**src/hdl/mer_pkg.sv**
```systemverilog
// shared types and constants of the midpoint ellipse rasterizer
// no dependencies; used by the interfaces, the controller, the datapath and the top level
`default_nettype none

package mer_pkg;

   localparam int AXIS_BITS_DEF  = 10;
   localparam int COORD_BITS_DEF = 12;

   // request kinds
   localparam logic REQ_START = 1'b0;
   localparam logic REQ_STEP  = 1'b1;

   typedef enum logic [3:0] {
      CMD_NONE,
      CMD_CAPTURE,
      CMD_SQ_A,
      CMD_SQ_B,
      CMD_MUL_AB,
      CMD_INIT,
      CMD_TT,
      CMD_BT,
      CMD_UU,
      CMD_AU,
      CMD_ABSQ,
      CMD_ENTER,
      CMD_EMIT
   } dp_cmd_type;

   typedef struct packed {
      dp_cmd_type cmd;
   } ctl_type;

   typedef struct packed {
      logic region_one;    // 2*b^2*x < 2*a^2*y still holds
      logic region_two;
      logic final_point;   // the pending emit ends the ellipse
   } status_type;

endpackage

`default_nettype wire

```
**src/hdl/mer_channels.sv**
```systemverilog
// request and response channel interfaces of the ellipse rasterizer
// depends on mer_pkg for default widths
`default_nettype none

interface mer_req_if #(
   parameter int AXIS_BITS  = mer_pkg::AXIS_BITS_DEF,
   parameter int COORD_BITS = mer_pkg::COORD_BITS_DEF
);
   logic                         valid;
   logic                         ready;
   logic                         req_type;
   logic signed [COORD_BITS-1:0] center_x;
   logic signed [COORD_BITS-1:0] center_y;
   logic        [AXIS_BITS-1:0]  semi_axis_x;
   logic        [AXIS_BITS-1:0]  semi_axis_y;

   modport source (output valid, req_type, center_x, center_y, semi_axis_x, semi_axis_y,
                   input ready);
   modport sink   (input valid, req_type, center_x, center_y, semi_axis_x, semi_axis_y,
                   output ready);
endinterface

interface mer_rsp_if #(
   parameter int COORD_BITS = mer_pkg::COORD_BITS_DEF
);
   logic                       valid;
   logic                       ready;
   logic signed [COORD_BITS:0] x_right;
   logic signed [COORD_BITS:0] x_left;
   logic signed [COORD_BITS:0] y_below;
   logic signed [COORD_BITS:0] y_above;
   logic                       last;

   modport source (output valid, x_right, x_left, y_below, y_above, last, input ready);
   modport sink   (input valid, x_right, x_left, y_below, y_above, last, output ready);
endinterface

`default_nettype wire

```
**src/hdl/mer_ctrl.sv**
```systemverilog
// controller of the ellipse rasterizer: sequences start, region entry and emit
// depends on mer_pkg; drives the datapath through ctl_type, reads status_type
`default_nettype none

module mer_ctrl (
   input  wire logic               clock,
   input  wire logic               reset,
   input  wire logic               req_valid,
   input  wire logic               req_type,
   output logic                    req_ready,
   output logic                    rsp_valid,
   input  wire logic               rsp_ready,
   output mer_pkg::ctl_type        ctl,
   input  wire mer_pkg::status_type status
);
   import mer_pkg::*;

   typedef enum logic [3:0] {
      ST_IDLE,
      ST_SQ_A,
      ST_SQ_B,
      ST_AB,
      ST_INIT,
      ST_TT,
      ST_BT,
      ST_UU,
      ST_AU,
      ST_ABSQ,
      ST_ENTER,
      ST_EMIT
   } state_type;

   state_type state_ff, state_in;
   logic      busy_ff, busy_in;
   logic      rsp_valid_ff, rsp_valid_in;
   logic      req_fire;
   logic      emit_fire;

   assign req_ready = (state_ff == ST_IDLE);
   assign req_fire  = req_valid && req_ready;
   assign emit_fire = (state_ff == ST_EMIT) && (!rsp_valid_ff || rsp_ready);
   assign rsp_valid = rsp_valid_ff;

   always_comb begin
      state_in     = state_ff;
      busy_in      = busy_ff;
      rsp_valid_in = rsp_valid_ff && !rsp_ready;
      ctl.cmd      = CMD_NONE;
      case (state_ff)
         ST_IDLE: begin
            if (req_fire) begin
               if (req_type == REQ_START) begin
                  ctl.cmd  = CMD_CAPTURE;
                  state_in = ST_SQ_A;
               end else if (busy_ff) begin
                  if (!status.region_two && !status.region_one) begin
                     state_in = ST_TT;
                  end else begin
                     state_in = ST_EMIT;
                  end
               end
            end
         end
         ST_SQ_A: begin
            ctl.cmd  = CMD_SQ_A;
            state_in = ST_SQ_B;
         end
         ST_SQ_B: begin
            ctl.cmd  = CMD_SQ_B;
            state_in = ST_AB;
         end
         ST_AB: begin
            ctl.cmd  = CMD_MUL_AB;
            state_in = ST_INIT;
         end
         ST_INIT: begin
            ctl.cmd  = CMD_INIT;
            busy_in  = 1'b1;
            state_in = ST_IDLE;
         end
         ST_TT: begin
            ctl.cmd  = CMD_TT;
            state_in = ST_BT;
         end
         ST_BT: begin
            ctl.cmd  = CMD_BT;
            state_in = ST_UU;
         end
         ST_UU: begin
            ctl.cmd  = CMD_UU;
            state_in = ST_AU;
         end
         ST_AU: begin
            ctl.cmd  = CMD_AU;
            state_in = ST_ABSQ;
         end
         ST_ABSQ: begin
            ctl.cmd  = CMD_ABSQ;
            state_in = ST_ENTER;
         end
         ST_ENTER: begin
            ctl.cmd  = CMD_ENTER;
            state_in = ST_EMIT;
         end
         ST_EMIT: begin
            // wait here while the previous response is still held
            if (emit_fire) begin
               ctl.cmd      = CMD_EMIT;
               rsp_valid_in = 1'b1;
               state_in     = ST_IDLE;
               if (status.final_point) begin
                  busy_in = 1'b0;
               end
            end
         end
         default: begin
            state_in = ST_IDLE;
         end
      endcase
   end

   always_ff @(posedge clock) begin
      if (reset) begin
         state_ff     <= ST_IDLE;
         busy_ff      <= 1'b0;
         rsp_valid_ff <= 1'b0;
      end else begin
         state_ff     <= state_in;
         busy_ff      <= busy_in;
         rsp_valid_ff <= rsp_valid_in;
      end
   end

   // a new point set never overwrites one that has not been taken
   a_no_overwrite: assert property (@(posedge clock) disable iff (reset)
      ctl.cmd == CMD_EMIT |-> (!rsp_valid_ff || rsp_ready))
      else $error("emit while response still pending");

   a_final_ends: assert property (@(posedge clock) disable iff (reset)
      (ctl.cmd == CMD_EMIT && status.final_point) |=> (!busy_ff && rsp_valid_ff))
      else $error("final point set did not end the ellipse");

   a_entry_busy: assert property (@(posedge clock) disable iff (reset)
      state_ff == ST_TT |-> (busy_ff && !status.region_two))
      else $error("region two entry without an active region one");

   a_idle_step: assert property (@(posedge clock) disable iff (reset)
      (req_fire && req_type == REQ_STEP && !busy_ff) |=> (state_ff == ST_IDLE && !busy_ff))
      else $error("step while idle changed the controller");

endmodule

`default_nettype wire

```
**src/hdl/mer_datapath.sv**
```systemverilog
// datapath of the ellipse rasterizer: shared multiplier, decision and offset update
// depends on mer_pkg; commanded by mer_ctrl
`default_nettype none

module mer_datapath #(
   parameter int AXIS_BITS  = mer_pkg::AXIS_BITS_DEF,
   parameter int COORD_BITS = mer_pkg::COORD_BITS_DEF
) (
   input  wire logic                         clock,
   input  wire logic                         reset,
   input  wire mer_pkg::ctl_type             ctl,
   output mer_pkg::status_type               status,
   input  wire logic signed [COORD_BITS-1:0] center_x,
   input  wire logic signed [COORD_BITS-1:0] center_y,
   input  wire logic        [AXIS_BITS-1:0]  semi_axis_x,
   input  wire logic        [AXIS_BITS-1:0]  semi_axis_y,
   output logic signed [COORD_BITS:0]        x_right,
   output logic signed [COORD_BITS:0]        x_left,
   output logic signed [COORD_BITS:0]        y_below,
   output logic signed [COORD_BITS:0]        y_above,
   output logic                              last
);
   import mer_pkg::*;

   localparam int SQW  = 2 * AXIS_BITS;          // a^2, b^2
   localparam int OW   = 2 * AXIS_BITS + 4;      // multiplier operand
   localparam int PRW  = 2 * OW;                 // multiplier product
   localparam int DW   = 4 * AXIS_BITS + 6;      // decision and accumulator
   localparam int PW   = 3 * AXIS_BITS + 4;      // 2*b^2*x and 2*a^2*y
   localparam int XW   = AXIS_BITS + 2;
   localparam int YW   = AXIS_BITS + 2;
   localparam int OUTW = COORD_BITS + 1;
   localparam int EW   = ((COORD_BITS > YW) ? COORD_BITS : YW) + 1;

   logic signed [COORD_BITS-1:0] cx_ff, cy_ff;
   logic        [AXIS_BITS-1:0]  a_ff, b_ff;
   logic        [SQW-1:0]        asq_ff, bsq_ff;
   logic        [XW-1:0]         x_ff;
   logic signed [YW-1:0]         y_ff;
   logic signed [PW-1:0]         px_ff, py_ff;
   logic signed [DW-1:0]         d_ff;
   logic signed [DW-1:0]         acc_ff;
   logic        [PRW-1:0]        prod_ff;
   logic                         r2_ff;
   logic signed [OUTW-1:0]       xr_ff, xl_ff, yb_ff, ya_ff;
   logic                         last_ff;

   // multiplier operands
   logic [OW-1:0]  op_a, op_b;
   logic [OW-1:0]  t_val, u_abs;
   logic [YW-1:0]  y_m1;
   logic           mul_en;

   // step update
   logic                 x_inc, y_dec, d_pos;
   logic signed [PW-1:0] bsq2, asq2, px_n, py_n;
   logic signed [DW-1:0] d_n, add_sq;
   logic [XW-1:0]        x_n;
   logic signed [YW-1:0] y_n;
   logic signed [DW-1:0] prod4, q_val, q_div;

   // output coordinates
   logic signed [EW-1:0] cx_e, cy_e, x_e, y_e;
   logic signed [EW-1:0] xr_e, xl_e, yb_e, ya_e;

   assign t_val = OW'({x_ff, 1'b1});
   assign y_m1  = y_ff - YW'(1);
   // y is never negative on region two entry, so |y-1| only needs y == 0 special
   assign u_abs = (y_ff == '0) ? OW'(1) : OW'(y_m1);

   always_comb begin
      op_a   = '0;
      op_b   = '0;
      mul_en = 1'b1;
      case (ctl.cmd)
         CMD_SQ_A: begin
            op_a = OW'(a_ff);
            op_b = OW'(a_ff);
         end
         CMD_SQ_B: begin
            op_a = OW'(b_ff);
            op_b = OW'(b_ff);
         end
         CMD_MUL_AB: begin
            op_a = OW'(asq_ff);
            op_b = OW'(b_ff);
         end
         CMD_TT: begin
            op_a = t_val;
            op_b = t_val;
         end
         CMD_BT: begin
            op_a = OW'(bsq_ff);
            op_b = prod_ff[OW-1:0];
         end
         CMD_UU: begin
            op_a = u_abs;
            op_b = u_abs;
         end
         CMD_AU: begin
            op_a = OW'(asq_ff);
            op_b = prod_ff[OW-1:0];
         end
         CMD_ABSQ: begin
            op_a = OW'(asq_ff);
            op_b = OW'(bsq_ff);
         end
         default: begin
            mul_en = 1'b0;
         end
      endcase
   end

   assign bsq2 = $signed(PW'({bsq_ff, 1'b0}));
   assign asq2 = $signed(PW'({asq_ff, 1'b0}));
   assign d_pos = (d_ff > 0);

   always_comb begin
      if (!r2_ff) begin
         x_inc = 1'b1;
         y_dec = d_pos;
      end else begin
         y_dec = 1'b1;
         x_inc = !d_pos;
      end
   end

   assign px_n   = x_inc ? (px_ff + bsq2) : px_ff;
   assign py_n   = y_dec ? (py_ff - asq2) : py_ff;
   assign x_n    = x_inc ? (x_ff + XW'(1)) : x_ff;
   assign y_n    = y_dec ? (y_ff - YW'(1)) : y_ff;
   assign add_sq = r2_ff ? $signed(DW'(asq_ff)) : $signed(DW'(bsq_ff));
   assign d_n    = d_ff
                 + (x_inc ? {{(DW-PW){px_n[PW-1]}}, px_n} : '0)
                 - (y_dec ? {{(DW-PW){py_n[PW-1]}}, py_n} : '0)
                 + add_sq;

   // region two start value: quarter units truncated toward zero
   assign prod4 = $signed({prod_ff[DW-3:0], 2'b00});
   assign q_val = acc_ff - prod4;
   assign q_div = (q_val >>> 2)
                + $signed(DW'(q_val[DW-1] && (q_val[1:0] != 2'b00)));

   always_ff @(posedge clock) begin
      if (mul_en) begin
         // operands carry only OW significant bits
         prod_ff <= PRW'(op_a) * PRW'(op_b);
      end
      case (ctl.cmd)
         CMD_CAPTURE: begin
            cx_ff <= center_x;
            cy_ff <= center_y;
            a_ff  <= semi_axis_x;
            b_ff  <= semi_axis_y;
            x_ff  <= '0;
            y_ff  <= $signed(YW'(semi_axis_y));
            px_ff <= '0;
         end
         CMD_SQ_B: begin
            asq_ff <= prod_ff[SQW-1:0];
         end
         CMD_MUL_AB: begin
            bsq_ff <= prod_ff[SQW-1:0];
         end
         CMD_INIT: begin
            d_ff  <= $signed(DW'(bsq_ff)) - $signed(prod_ff[DW-1:0])
                   + $signed(DW'(asq_ff[SQW-1:2]));
            py_ff <= $signed({prod_ff[PW-2:0], 1'b0});
         end
         CMD_UU: begin
            acc_ff <= $signed(prod_ff[DW-1:0]);
         end
         CMD_ABSQ: begin
            acc_ff <= acc_ff + prod4;
         end
         CMD_ENTER: begin
            d_ff <= q_div;
         end
         CMD_EMIT: begin
            x_ff    <= x_n;
            y_ff    <= y_n;
            px_ff   <= px_n;
            py_ff   <= py_n;
            d_ff    <= d_n;
            xr_ff   <= xr_e[OUTW-1:0];
            xl_ff   <= xl_e[OUTW-1:0];
            yb_ff   <= yb_e[OUTW-1:0];
            ya_ff   <= ya_e[OUTW-1:0];
            last_ff <= r2_ff && y_n[YW-1];
         end
         default: begin
         end
      endcase
   end

   always_ff @(posedge clock) begin
      if (reset) begin
         r2_ff <= 1'b0;
      end else if (ctl.cmd == CMD_CAPTURE) begin
         r2_ff <= 1'b0;
      end else if (ctl.cmd == CMD_ENTER) begin
         r2_ff <= 1'b1;
      end
   end

   // coordinates wrap to the output width
   assign cx_e = {{(EW-COORD_BITS){cx_ff[COORD_BITS-1]}}, cx_ff};
   assign cy_e = {{(EW-COORD_BITS){cy_ff[COORD_BITS-1]}}, cy_ff};
   assign x_e  = $signed(EW'(x_ff));
   assign y_e  = {{(EW-YW){y_ff[YW-1]}}, y_ff};
   assign xr_e = cx_e + x_e;
   assign xl_e = cx_e - x_e;
   assign yb_e = cy_e + y_e;
   assign ya_e = cy_e - y_e;

   assign status.region_one  = (px_ff < py_ff);
   assign status.region_two  = r2_ff;
   assign status.final_point = r2_ff && y_n[YW-1];

   assign x_right = xr_ff;
   assign x_left  = xl_ff;
   assign y_below = yb_ff;
   assign y_above = ya_ff;
   assign last    = last_ff;

endmodule

`default_nettype wire

```
**src/hdl/midpoint_ellipse_rasterizer_core.sv**
```systemverilog
// top level of the midpoint ellipse rasterizer
// depends on mer_pkg, mer_channels (mer_req_if, mer_rsp_if), mer_ctrl and mer_datapath
//
//   channel   direction  handshake          payload
//   req_bus   in         valid/ready        req_type, center_x, center_y, semi_axis_x/y
//   rsp_bus   out        valid/ready        x_right, x_left, y_below, y_above, last
//
// a step request is accepted, then the decision and offset update go into the
// response register; the first step of region two first runs TT, BT, UU, AU and
// ABSQ on the shared multiplier, then ENTER. a start: three multiplies, decision load.
// reset clears the controller and region flag; there is no clearing pass.
// a stalled response holds the next point set in its update state; requests are
// still taken while a response waits.
`default_nettype none

module midpoint_ellipse_rasterizer_core #(
   parameter int AXIS_BITS  = mer_pkg::AXIS_BITS_DEF,
   parameter int COORD_BITS = mer_pkg::COORD_BITS_DEF
) (
   input  wire logic clock,
   input  wire logic reset,
   mer_req_if.sink   req_bus,
   mer_rsp_if.source rsp_bus
);
   import mer_pkg::*;

   ctl_type    ctl;
   status_type status;

   mer_ctrl u_ctrl (
      .clock     (clock),
      .reset     (reset),
      .req_valid (req_bus.valid),
      .req_type  (req_bus.req_type),
      .req_ready (req_bus.ready),
      .rsp_valid (rsp_bus.valid),
      .rsp_ready (rsp_bus.ready),
      .ctl       (ctl),
      .status    (status)
   );

   mer_datapath #(
      .AXIS_BITS  (AXIS_BITS),
      .COORD_BITS (COORD_BITS)
   ) u_datapath (
      .clock       (clock),
      .reset       (reset),
      .ctl         (ctl),
      .status      (status),
      .center_x    (req_bus.center_x),
      .center_y    (req_bus.center_y),
      .semi_axis_x (req_bus.semi_axis_x),
      .semi_axis_y (req_bus.semi_axis_y),
      .x_right     (rsp_bus.x_right),
      .x_left      (rsp_bus.x_left),
      .y_below     (rsp_bus.y_below),
      .y_above     (rsp_bus.y_above),
      .last        (rsp_bus.last)
   );

endmodule

`default_nettype wire
```
**src/flat_wrapper.sv**
```systemverilog
// flat-port wrapper written by rule: the top's interface ports become plain ports
module midpoint_ellipse_rasterizer_core_flat import mer_pkg::*;
#(
   parameter int AXIS_BITS  = mer_pkg::AXIS_BITS_DEF,
   parameter int COORD_BITS = mer_pkg::COORD_BITS_DEF
)
  (clock, reset, req_bus_valid, req_bus_req_type, req_bus_center_x, req_bus_center_y, req_bus_semi_axis_x, req_bus_semi_axis_y, req_bus_ready, rsp_bus_valid, rsp_bus_x_right, rsp_bus_x_left, rsp_bus_y_below, rsp_bus_y_above, rsp_bus_last, rsp_bus_ready);
  mer_req_if #(.AXIS_BITS(AXIS_BITS), .COORD_BITS(COORD_BITS)) req_bus_i ();
  mer_rsp_if #(.COORD_BITS(COORD_BITS)) rsp_bus_i ();
  input  wire logic clock;
  input  wire logic reset;
  input wire logic [$bits(req_bus_i.valid)-1:0] req_bus_valid;
  input wire logic [$bits(req_bus_i.req_type)-1:0] req_bus_req_type;
  input wire logic [$bits(req_bus_i.center_x)-1:0] req_bus_center_x;
  input wire logic [$bits(req_bus_i.center_y)-1:0] req_bus_center_y;
  input wire logic [$bits(req_bus_i.semi_axis_x)-1:0] req_bus_semi_axis_x;
  input wire logic [$bits(req_bus_i.semi_axis_y)-1:0] req_bus_semi_axis_y;
  output wire logic [$bits(req_bus_i.ready)-1:0] req_bus_ready;
  output wire logic [$bits(rsp_bus_i.valid)-1:0] rsp_bus_valid;
  output wire logic [$bits(rsp_bus_i.x_right)-1:0] rsp_bus_x_right;
  output wire logic [$bits(rsp_bus_i.x_left)-1:0] rsp_bus_x_left;
  output wire logic [$bits(rsp_bus_i.y_below)-1:0] rsp_bus_y_below;
  output wire logic [$bits(rsp_bus_i.y_above)-1:0] rsp_bus_y_above;
  output wire logic [$bits(rsp_bus_i.last)-1:0] rsp_bus_last;
  input wire logic [$bits(rsp_bus_i.ready)-1:0] rsp_bus_ready;
  assign req_bus_i.valid = req_bus_valid;
  assign req_bus_i.req_type = req_bus_req_type;
  assign req_bus_i.center_x = req_bus_center_x;
  assign req_bus_i.center_y = req_bus_center_y;
  assign req_bus_i.semi_axis_x = req_bus_semi_axis_x;
  assign req_bus_i.semi_axis_y = req_bus_semi_axis_y;
  assign req_bus_ready = req_bus_i.ready;
  assign rsp_bus_valid = rsp_bus_i.valid;
  assign rsp_bus_x_right = rsp_bus_i.x_right;
  assign rsp_bus_x_left = rsp_bus_i.x_left;
  assign rsp_bus_y_below = rsp_bus_i.y_below;
  assign rsp_bus_y_above = rsp_bus_i.y_above;
  assign rsp_bus_last = rsp_bus_i.last;
  assign rsp_bus_i.ready = rsp_bus_ready;
  midpoint_ellipse_rasterizer_core #(.AXIS_BITS(AXIS_BITS), .COORD_BITS(COORD_BITS)) u_core (.clock(clock), .reset(reset), .req_bus(req_bus_i), .rsp_bus(rsp_bus_i));
endmodule
```
**config.mk**
```make
export PLATFORM = sky130hd
export DESIGN_NAME = midpoint_ellipse_rasterizer_core_flat
export DESIGN_NICKNAME = d
export VERILOG_FILES = /design/src/hdl/mer_pkg.sv /design/src/hdl/mer_channels.sv /design/src/hdl/mer_ctrl.sv /design/src/hdl/mer_datapath.sv /design/src/hdl/midpoint_ellipse_rasterizer_core.sv /design/src/flat_wrapper.sv
export SDC_FILE = /design/constraint.sdc
export NUM_CORES = 2
export LEC_CHECK = 0
export BUFFER_PORTS_ARGS = -buffer_cell sky130_fd_sc_hd__clkbuf_2
export CAP_MARGIN = 20
export CELL_PAD_IN_SITES_DETAIL_PLACEMENT = 0
export CELL_PAD_IN_SITES_GLOBAL_PLACEMENT = 1
export CORE_ASPECT_RATIO = 1.75
export CORE_MARGIN = 2
export CORE_UTILIZATION = 44
export CTS_CLUSTER_SIZE = 28
export DETAILED_ROUTE_END_ITERATION = 6
export GPL_TIMING_DRIVEN = 0
export PLACE_DENSITY = 0.75
export SLEW_MARGIN = 0
export SYNTH_ARGS = -nofsm -noshare
export SYNTH_HDL_FRONTEND = slang
export SYNTH_SLANG_ARGS = --single-unit
export TNS_END_PERCENT = 1
```
**constraint.sdc**
```tcl
create_clock -name clock -period 22.8 [get_ports clock]
set_clock_uncertainty 0.05 [all_clocks]
set_input_delay 2.28 -clock clock [delete_from_list [all_inputs] [get_ports clock]]
set_output_delay 2.28 -clock clock [all_outputs]
set_load 0.02 [all_outputs]
```
==> impl_metrics.env <==
export IMPL_die_area_um2=111000
export IMPL_cts_setup_buffers=0
export IMPL_synth_top_area_share_pct=22.7
export IMPL_combPwrFrac_pct=60.9
export IMPL_yosys_cell_count_top_type="inv_1"
export IMPL_hold_viol=0
export IMPL_slowest_stage="nor2b_1"
export IMPL_r2r_start="u_core.u_ctrl.state_ff[0]"
export IMPL_first_pass_iters=6
export IMPL_antenna_left=0
export IMPL_final_max_slew_viol_count=0
export IMPL_routed_wl_um=162000
export IMPL_p_clk_share_pct=15.5
export IMPL_worstPathArrival_ns=12.30
export IMPL_io_buffers=103
export IMPL_core_area_um2=107000
export IMPL_cp_startpoint="u_core.u_ctrl.state_ff[0]"
export IMPL_worstSetupPathType="reg -> reg"
export IMPL_min_path_type="reg -> reg"
export IMPL_power_per_cell_area_nw_per_um2=83.8
export IMPL_clock_latency_ns=0.60
export IMPL_dp_cells=6850
export IMPL_post_place_ws_ns=10.84
export IMPL_synth_top_area_cell="edfxtp_1"
export IMPL_gp_congestion=0.947
export IMPL_cts_sinks=368
export IMPL_muxShareOfSynthArea_pct=0.572
export IMPL_die_height_um=440
export IMPL_syn_avg_cell_area_um2=8.91
export IMPL_cp_start_kind="flop"
export IMPL_p_leak_uw=0.0232
export IMPL_p_seq_share_pct=23.6
export IMPL_grt_usage_pct=29.1
export IMPL_synthXorXnorAreaFrac_pct=6.31
export IMPL_cts_inserted_buffers=37
export IMPL_clock_path_buffers=3
export IMPL_dp_hpwl_um=138000
export IMPL_syn_area_um2=47700
export IMPL_status="complete, no violations"
export IMPL_synthTopCellsByCount="inv_1, nand2_1, nor2_1"
export IMPL_seq_area_frac_synth_pct=23.0
export IMPL_ys_seq_elements=368
export IMPL_end_kind="flop"
export IMPL_slowest_delay_ns=0.89
export IMPL_hp_start="u_core.u_ctrl.busy_ff"
export IMPL_clk_pin_slew_worst_paths_ns=0.07
export IMPL_antenna_found_initial=4
export IMPL_layout_drive_gt1_share_pct=5.17
export IMPL_finalSetupViolCount=0
export IMPL_holdBufCountCts=0
export IMPL_synth_compound_area_share_pct=15.1
export IMPL_post_route_period_util_pct=52.7
export IMPL_io_pin_count=104
export IMPL_initial_core_util_pct=44.4
export IMPL_fin_util_pct=48.1
export IMPL_viasPerCell=5.65
export IMPL_synth_cell_types=107
export IMPL_dpl_cell_area_um2=50300
export IMPL_root_buffer="clkbuf_16"
export IMPL_post_cts_resized=0
export IMPL_ir_worst_vdd_v=0.0000536
export IMPL_grt_max_degree=46
export IMPL_synth_ff_type="edfxtp_1"
export IMPL_rows=159
export IMPL_synth_edf_count=361
export IMPL_htreeDepth=2
export IMPL_cts_tree="built"
export IMPL_vias=39100
export IMPL_yosys_warnings=0
export IMPL_fin_tns_setup_ns=0
export IMPL_critPathMostFrequentCell="fa_1"
export IMPL_gr_total_overflow=0
export IMPL_design_area_um2=51600
export IMPL_required_ns=23.08
export IMPL_detail_route_wl_per_cell_um=23.4
export IMPL_max_cap_viol_count=0
export IMPL_grt_pass1_vias=41000
export IMPL_switchingPower_uw=2090
export IMPL_synth_area_leaders="edfxtp_1, fa_1, ha_1"
export IMPL_layout_min_cycle_time_ns=12.02
export IMPL_die_w_um=253
export IMPL_drt_iter0_drc=2591
export IMPL_grt_first_pass_wirelength_um=241000
export IMPL_switching_share_pct=48.3
export IMPL_drc=0
export IMPL_intPower_uw=2240
export IMPL_worstMarginPinSlew_ns=1.43
export IMPL_synthSimpleGateAreaFrac_pct=14.1
export IMPL_postLayoutSetupSlackWorst_ns=10.78
export IMPL_rsz0062_at_grt="false"
export IMPL_netlist_instances=5353
export IMPL_final_nets=6513
export IMPL_max_clock_freq_mhz=83.2
export IMPL_area_growth_pct=8.19
export IMPL_final_cells=6922
export IMPL_crit_fanout=10
export IMPL_synthAdderAreaFrac_pct=32.2
export IMPL_max_slew_margin_pct=4.46
export IMPL_synthesis_nets=6342
export IMPL_synth_top_family_by_area="adder cells"
export IMPL_synth_async_reset_ratio_pct=0
## worst max-delay path: cells and delay by family, from the launching register on
kind                       cells  cell delay [ns]
AOI/OAI and AO/OA             10             3.45
xor gates and xnor gates       1             0.09
adders and majority gates      8             3.81
buffers and inverters          8             2.23
DFF                            1             0.30
and+or+nand+nor                6             1.78
## area by class of cell
class	instances	area (um^2)
inverter	911	3420
tap	1368	1710
sequential	368	11000
buffer	185	753
timing repair buffer	132	863
clock inverter	23	283
clock buffer	43	970
antenna	3	7.51
multi-input combinational	3889	32600
fill	10500	55800
## metrics by stage
step / hold slack, ns / power [uW]
2_1_floorplan: 0.445 / 2840
3_3_place_gp: 0.479 / 3590
3_5_place_dp: 0.492 / 3610
4_1_cts: 0.501 / 4300
5_1_grt: 0.556 / 4610
6_report: 0.505 / 4320
## layout by cell type (no fill, tap or decap), types with 40 or more instances in the layout
cell	count
a211oi_1	40
a21o_1	93
a21oi_1	335
a22oi_1	44
and2_1	48
and3_1	41
clkbuf_1	152
clkbuf_2	104
edfxtp_1	361
fa_1	481
ha_1	459
inv_1	905
nand2_1	535
nand2b_1	46
nand3_1	58
nor2_1	494
nor3_1	83
o21a_1	41
o21ai_0	175
o21bai_1	64
xnor2_1	258
xor2_1	82
## state kept, by name, indices dropped and copies added, names as in the netlist, 4 cells and up
register	count
u_core.u_datapath.y_below	13
u_core.u_datapath.prod_ff	44
u_core.u_datapath.cx_ff	12
u_core.u_datapath.cy_ff	12
u_core.u_datapath.px_ff	33
u_core.u_datapath.b_ff	10
u_core.u_datapath.x_ff	12
u_core.u_datapath.bsq_ff	20
u_core.u_datapath.y_above	12
u_core.u_datapath.d_ff	46
u_core.u_ctrl.state_ff	4
u_core.u_datapath.acc_ff	46
u_core.u_datapath.y_ff	12
u_core.u_datapath.a_ff	10
u_core.u_datapath.x_left	12
u_core.u_datapath.asq_ff	20
u_core.u_datapath.x_right	13
u_core.u_datapath.py_ff	33
## worst paths after layout
| check | end | slack, ns | cells after the start |
|---|---|---|---|
| setup / recovery | u_core.u_datapath.prod_ff[41] | 10.78 | 33 |
| hold / removal | u_core.u_ctrl.busy_ff | 0.50 | 3 |
| setup reg to reg | u_core.u_datapath.prod_ff[41] | 10.78 | 33 |
| hold reg to reg | u_core.u_ctrl.busy_ff | 0.50 | 3 |
## power by group through the flow
stage	sequential, uW	combinational (uW)	clock, uW
2_1_floorplan	972	1870	0
3_3_place_gp	1040	2550	0
3_5_place_dp	1030	2580	0
4_1_cts	1020	2610	681
5_1_grt	1030	2880	700
6_report	1020	2630	671
## routing by layer
layer	global-route usage, %	vias to the layer above	share of wire, %
li1	-	18300	-
met5	0	-	0
met1	30.7	19400	36
met3	2.33	397	3.6
met2	55.0	1079	53
met4	18.7	0	7.4
## kinds of logic (layout without fill, tap and decap cells)
| group | Yosys count | after routing |
|---|---|---|
| XOR/XNOR | 342 | 342 |
| multiplexers | 27 | 27 |
| flip-flops | 368 | 368 |
| buffers and inverters | 1096 | 1294 |
| AND/OR/NAND/NOR | 1492 | 1492 |
| other | 0 | 3 |
| AO/OA/AOI/OAI | 1088 | 1088 |
| adder cells (fa/ha/maj) | 940 | 940 |
Power figures use the tool's default switching activity.
